`src/rtl/mtkg_pkg.sv`:
```
package mtkg_pkg;

  localparam int WORD_W     = 32;
  localparam int CNT_W      = 10;
  localparam int RING_DEPTH = 624;
  localparam int FAR_TAP    = 397;

  localparam logic [CNT_W-1:0] CNT_LAST   = CNT_W'(RING_DEPTH - 1);
  localparam logic [CNT_W-1:0] CNT_WRAP   = CNT_W'(RING_DEPTH);
  localparam logic [CNT_W-1:0] CNT_REMIX  = CNT_W'(RING_DEPTH + 1);

  localparam logic [WORD_W-1:0] FILL_SEED    = 32'd19650218;
  localparam logic [WORD_W-1:0] MUL_FILL     = 32'd1812433253;
  localparam logic [WORD_W-1:0] MUL_KEY      = 32'd1664525;
  localparam logic [WORD_W-1:0] MUL_IDX      = 32'd1566083941;
  localparam logic [WORD_W-1:0] HEAD_WORD    = 32'h8000_0000;
  localparam logic [WORD_W-1:0] MATRIX_A     = 32'h9908_b0df;
  localparam logic [WORD_W-1:0] TEMPER_B     = 32'h9d2c_5680;
  localparam logic [WORD_W-1:0] TEMPER_C     = 32'hefc6_0000;
  localparam logic [WORD_W-1:0] LAST_MIX_IDX = 32'd1;

  // Configuration register byte addresses
  localparam int ADDR_W = 2;
  localparam logic [ADDR_W-1:0] ADDR_SEED_KEY = 2'd0;

  // What the shared step datapath computes for the word entering the ring tail
  typedef enum logic [2:0] {
    OP_FILL_FIRST,
    OP_FILL,
    OP_ROTATE,
    OP_MIX_KEY,
    OP_COPY,
    OP_MIX_IDX,
    OP_MIX_LAST,
    OP_TWIST
  } step_op_t;

  typedef struct packed {
    logic shift;     // advance every cell by one place
    logic fix_head;  // load the two head cells in place, no advance
  } ring_ctl_t;

  typedef struct packed {
    logic [WORD_W-1:0] head;
    logic [WORD_W-1:0] next;
    logic [WORD_W-1:0] far;
    logic [WORD_W-1:0] tail;
  } ring_taps_t;

  function automatic logic [WORD_W-1:0] temper(input logic [WORD_W-1:0] w);
    logic [WORD_W-1:0] t;
    t = w ^ (w >> 11);
    t = t ^ ((t << 7) & TEMPER_B);
    t = t ^ ((t << 15) & TEMPER_C);
    t = t ^ (t >> 18);
    return t;
  endfunction

endpackage

```
`src/rtl/mtkg_step.sv`:
```
module mtkg_step
  import mtkg_pkg::*;
(
  input  step_op_t          op,
  input  ring_taps_t        taps,
  input  logic [WORD_W-1:0] seed_key,
  input  logic [CNT_W-1:0]  cnt,
  output logic [WORD_W-1:0] new_word
);

  logic [WORD_W-1:0] fold;
  logic [WORD_W-1:0] mul_c;
  logic [WORD_W-1:0] prod;
  logic [WORD_W-1:0] cnt_ext;
  logic [WORD_W-1:0] y;

  // one shared multiplier, always fed from the word last inserted
  assign fold    = taps.tail ^ (taps.tail >> 30);
  assign prod    = fold * mul_c;
  assign cnt_ext = {{(WORD_W-CNT_W){1'b0}}, cnt};
  assign y       = {taps.head[WORD_W-1], taps.next[WORD_W-2:0]};

  always_comb begin
    unique case (op)
      OP_FILL, OP_FILL_FIRST: mul_c = MUL_FILL;
      OP_MIX_KEY:             mul_c = MUL_KEY;
      default:                mul_c = MUL_IDX;
    endcase
  end

  always_comb begin
    unique case (op)
      OP_FILL_FIRST: new_word = FILL_SEED;
      OP_FILL:       new_word = prod + cnt_ext;
      OP_ROTATE:     new_word = taps.head;
      OP_MIX_KEY:    new_word = (taps.head ^ prod) + seed_key;
      OP_COPY:       new_word = taps.tail;
      OP_MIX_IDX:    new_word = (taps.head ^ prod) - cnt_ext;
      OP_MIX_LAST:   new_word = (taps.next ^ prod) - LAST_MIX_IDX;
      OP_TWIST:      new_word = taps.far ^ (y >> 1) ^ (y[0] ? MATRIX_A : '0);
      default:       new_word = taps.head;
    endcase
  end

endmodule

```
`config.mk`:
```
export PLATFORM = sky130hd
export DESIGN_NAME = mtkg_step
export DESIGN_NICKNAME = d
export VERILOG_FILES = /design/src/rtl/mtkg_pkg.sv /design/src/rtl/mtkg_step.sv
export SDC_FILE = /design/constraint.sdc
export NUM_CORES = 1
export LEC_CHECK = 0
export ABC_CLOCK_PERIOD_IN_PS = 8600
export BUFFER_PORTS_ARGS = -buffer_cell sky130_fd_sc_hd__buf_2
export CAP_MARGIN = 30
export CELL_PAD_IN_SITES_DETAIL_PLACEMENT = 2
export CELL_PAD_IN_SITES_GLOBAL_PLACEMENT = 2
export CORE_MARGIN = 10
export CORE_UTILIZATION = 30
export DETAILED_ROUTE_END_ITERATION = 12
export PLACE_DENSITY_LB_ADDON = 0.1
export SYNTH_ARGS = -nofsm -noshare
export SYNTH_HDL_FRONTEND = slang
export SYNTH_SLANG_ARGS = --single-unit
```
`constraint.sdc`:
```
create_clock -name vclk -period 8.6
set_input_delay 0.43 -clock vclk [all_inputs]
set_output_delay 0.43 -clock vclk [all_outputs]
set_load 0.05 [all_outputs]
```
Yosys cells after proc, flatten, opt, wreduce, memory -nomap -nowiden
Index checks and enable logic that the tools add are counted.

Bits in registers: 0. Output and inout bits: 32.

Bitwise operators: 5. Multiplexer cells: 3. Reductions and logical operators: 2. Eq/ne operators: 7. Add/sub/neg operators: 4. Multiply operators: 1.

Operator list (number): $pmux 32 s8 (1); $xor 32x32->32 (3); $pmux 31 s2 (1); $add 32x10->32 (1); $add 32x32->32 (1); $mul 32x32->32 (1); $mux 32 (1); $sub 32x1->32 const B (1); $sub 32x10->32 (1); $xor 32x2->32 (1); $xor 32x31->32 (1); $eq 3x3->1 const B (4); $eq 3x2->1 const B (2); $eq 3x1->1 const B (1); $logic_not 3->1 (1); $reduce_or 2->1 (1).

Logic depth before layout (Yosys ltp)
Word-level depth: 7. Depth in mapped cells: 39.

Least setup slack after synthesis
No wires, ideal clock.

Path type: in2out. Start: in op[0]. End: out new_word[30]. Arrival: 9.257 ns. Data required time: 8.170 ns. Buffers on the path: 3. Stages: 36. Setup slack: -1.087 ns. Path through: inv_1 nor3_1 clkbuf_1 clkbuf_1 nor2_1 ha_1 fa_1 fa_1 inv_1 fa_1 inv_1 fa_1 inv_1 fa_1 inv_1 fa_1 fa_1 ha_1 buf_2 a21oi_1 o21ai_0 a31oi_2 xor2_1 xnor2_1 ha_1 a21o_1 a21oi_1 o21ai_0 a21oi_1 a2bb2oi_1 o31ai_1 o31a_1 o21ai_0 nand2b_1 xnor2_1 o221ai_1.

Cells in the longest elaborated chain, start to end: 7.

RTL lines: start: declaration (line mtkg_step.sv:4) `input step_op_t op,`; $eq 3x1->1 / $logic_not 3->1 (equally long branches) (line mtkg_step.sv:24, mtkg_step.sv:32); $reduce_or 2->1 (line mtkg_step.sv:24) `unique case (op)`; $pmux 31 s2 (line mtkg_step.sv:24); $mul 32x32->32 (line mtkg_step.sv:19) `assign prod = fold * mul_c;`; $xor 32x32->32, on equally long branches (line mtkg_step.sv:39, mtkg_step.sv:36, mtkg_step.sv:38); $sub 32x1->32 (tied with other cells) (line mtkg_step.sv:39) `OP_MIX_LAST: new_word = (taps.next ^ prod) - LAST_MIX_IDX;`; $pmux 32 s8 (*) (line mtkg_step.sv:32) `unique case (op)`; end: declaration (line mtkg_step.sv:8) `output logic [WORD_W-1:0] new_word`.

Every way passes the cells marked *; elsewhere a longest branch is shown, timed or not.

Worst setup path after layout
Start: in op[2]. End: out new_word[31].

Same word-level chain as after synthesis.

==> impl_metrics.tcl <==
set metrics [dict create \
    crit_fanout 7 \
    fin_crit_sh_pct 107.7 \
    die_y_um 268.5 \
    synth-compound-area-share_pct 14.67 \
    synth_top_family_by_area "adder cells" \
    dieWidth_um 268.5 \
    routedWlPerCell_um 26.04 \
    route.detailed.drc 0 \
    holdBufCountCts 0 \
    holdCritPathClass "in2out" \
    dp_hpwl_um 81430 \
    seq_area_frac_synth_pct 0 \
    path_common_cell "fa_1" \
    rsz0062_at_grt "true" \
    cp.required_ns 8.17 \
    worst_pin_slew_ns 0.9075 \
    critPathCaptureType "output port" \
    num-fill-cells 6825 \
    slowest_stage "fa_1" \
    seqCellArea_sq_um 0 \
    grt_max_degree 41 \
    whs_path_depth 6 \
    antenna_left 0 \
    drive_above_1_share_pct 35.44 \
    slew_headroom_pct 39.07 \
    startpoint_type "input port" \
    yosys_warnings 0 \
    place_worst_setup_slack_ns -0.9816 \
    viasPerCell 5.144 \
    layout_min_cycle_time_ns 9.263 \
    synth.distinct_cells 114 \
    grt_pass1_vias 21570 \
    grt_overflow 0 \
    syn_inst 2177 \
    muxShareOfSynthArea_pct 0.1148 \
    synth_fa_ha_area_share_pct 46.25 \
    io_pins 205 \
    start_util_pct 30.18 \
    clockBufferCount 0 \
    dieArea_sq_um 72080 \
    hold_violations 0 \
    finalSetupViolCount 12 \
    grt_usage_pct 25.52 \
    synth_area_sq_um 18520 \
    drtIter0Drc 811 \
    worst_slack_ns -0.6627 \
    multi_input_area_sq_um 18140 \
    vias 18470 \
    status "finished, violations left" \
    synth_xor_area_share_pct 14.89 \
    coreArea_sq_um 61370 \
    drv.max_cap_violation_count 0 \
    fin_nets 3493 \
    sequential_cell_total 0 \
    row_count 91 \
    avgSynthCellArea_sq_um 8.508 \
    drt-total-wl_um 93500 \
    grt_antenna_before_repair 3 \
    synth-simple-area-share_pct 14.24 \
    drt_first_pass_iters 5 \
    arrival_ns 8.83 \
    worstSetupPathType "in2out" \
    area_delta_synth_final_pct 38.68 \
    violations "negative setup slack" \
    grt_pass1_wl_um 138300 \
    gp_congestion 0.9301 \
    fmaxAchievable_mhz 108.0 \
    drv_slew 0 \
    cpPeakStageDelay_ns 0.57 \
    port_buffers 205 \
]
==> through the flow <==
stage	instance area (sq um)	instances	TNS, ns	hold slack, ns	util, %
after global placement	23860	3523	-6.071	1.431	38.88
after floorplan	19000	2186	-0.3559	1.222	-
after detailed placement	23860	3523	-8.594	1.427	38.88
after global routing	25680	3590	-8.104	1.504	41.85
after CTS	24960	3561	-3.563	1.425	40.67
final	25690	3591	-4.348	1.438	41.85
==> area by class of cell <==
type	count	area share [%]
Tap cell	790	3.848
Antenna cell	2	0.01948
Inverter	378	5.548
Timing Repair Buffer	699	19.95
Multi-Input combinational cell	1722	70.64
==> Yosys cell counts, types with 9 or more instances <==
master | number | share of area (%)
nor2b_1 | 10 | 0.34
ha_1 | 243 | 16
fa_1 | 276 | 30
xor2_1 | 77 | 3.6
nand3_1 | 36 | 0.97
a21oi_1 | 92 | 2.5
nor2_1 | 152 | 3.1
nand2b_1 | 9 | 0.30
and2_1 | 25 | 0.84
nor3_1 | 39 | 1.1
a221oi_1 | 21 | 0.99
inv_1 | 377 | 7.6
o21ai_0 | 86 | 2.3
nand2_1 | 129 | 2.6
clkbuf_1 | 67 | 1.4
nor4_1 | 13 | 0.44
a22oi_1 | 17 | 0.69
a211oi_1 | 10 | 0.41
and3_1 | 14 | 0.47
or3_1 | 13 | 0.44
xnor2_1 | 196 | 9.3
o21a_1 | 18 | 0.73
o22ai_1 | 28 | 0.95
o211ai_1 | 11 | 0.45
a21o_1 | 18 | 0.73
==> logic make-up (layout without fill, tap and decap cells) <==
logic type / after synthesis / in the layout
other: 2 / 13
adders and majority gates: 519 / 519
xor gates and xnor gates: 290 / 290
muxes: 2 / 2
and+or+nand+nor: 510 / 510
AOI/OAI and AO/OA: 390 / 390
buffers and inverters: 464 / 1077
==> metal layers <==
metal	share of wire, %	wire length, um	up-vias	GRT usage [%]
met5	0	0	-	0
met2	50	47070	385	46.19
met3	3.4	3144	88	1.869
met4	2.3	2148	0	4.995
met1	44	41130	9590	32.83
li1	-	-	8410	-
==> worst max-delay path, delay by kind of cell <==
kind	cells	cell delay [ns]
compound gates	11	2.29
fa+ha+maj	10	4.28
simple gates	5	0.77
buf+inv	8	0.76
xor+xnor	2	0.26
==> final timing paths <==
check / slack (ns) / from / endpoint
setup / recovery: -0.66 / op[2] / new_word[31]
hold / removal: 1.44 / taps[61] / new_word[29]
==> repair_timing <==
action | in CTS | in global routing
pin swaps | 89 | 112
setup buffers | 37 | 30
gates cloned | 1 | 0
gates resized for setup | 180 | 125
setup endpoints to repair | 16 | 18
==> cell usage in the layout (no fill, tap or decap), types with 15 or more instances in the layout <==
| cell type | synthesis | final |
|---|---|---|
| xnor2_2 | 4 | 15 |
| fa_2 | 0 | 19 |
| buf_6 | 1 | 31 |
| o21a_1 | 18 | 17 |
| a21o_1 | 18 | 15 |
| buf_2 | 6 | 186 |
| ha_4 | 0 | 26 |
| nor2_1 | 152 | 129 |
| fa_1 | 276 | 257 |
| a21oi_2 | 0 | 23 |
| and2_1 | 25 | 21 |
| xnor2_1 | 196 | 185 |
| inv_1 | 377 | 362 |
| nor3_1 | 39 | 30 |
| a22oi_1 | 17 | 17 |
| a221oi_1 | 21 | 15 |
| o21ai_0 | 86 | 51 |
| ha_1 | 243 | 212 |
| buf_4 | 1 | 461 |
| nand3_1 | 36 | 35 |
| o21ai_1 | 3 | 19 |
| xor2_1 | 77 | 71 |
| nand2_2 | 2 | 15 |
| a21oi_1 | 92 | 64 |
| nand2_1 | 129 | 114 |
| o22ai_1 | 28 | 28 |
| o21ai_2 | 3 | 17 |
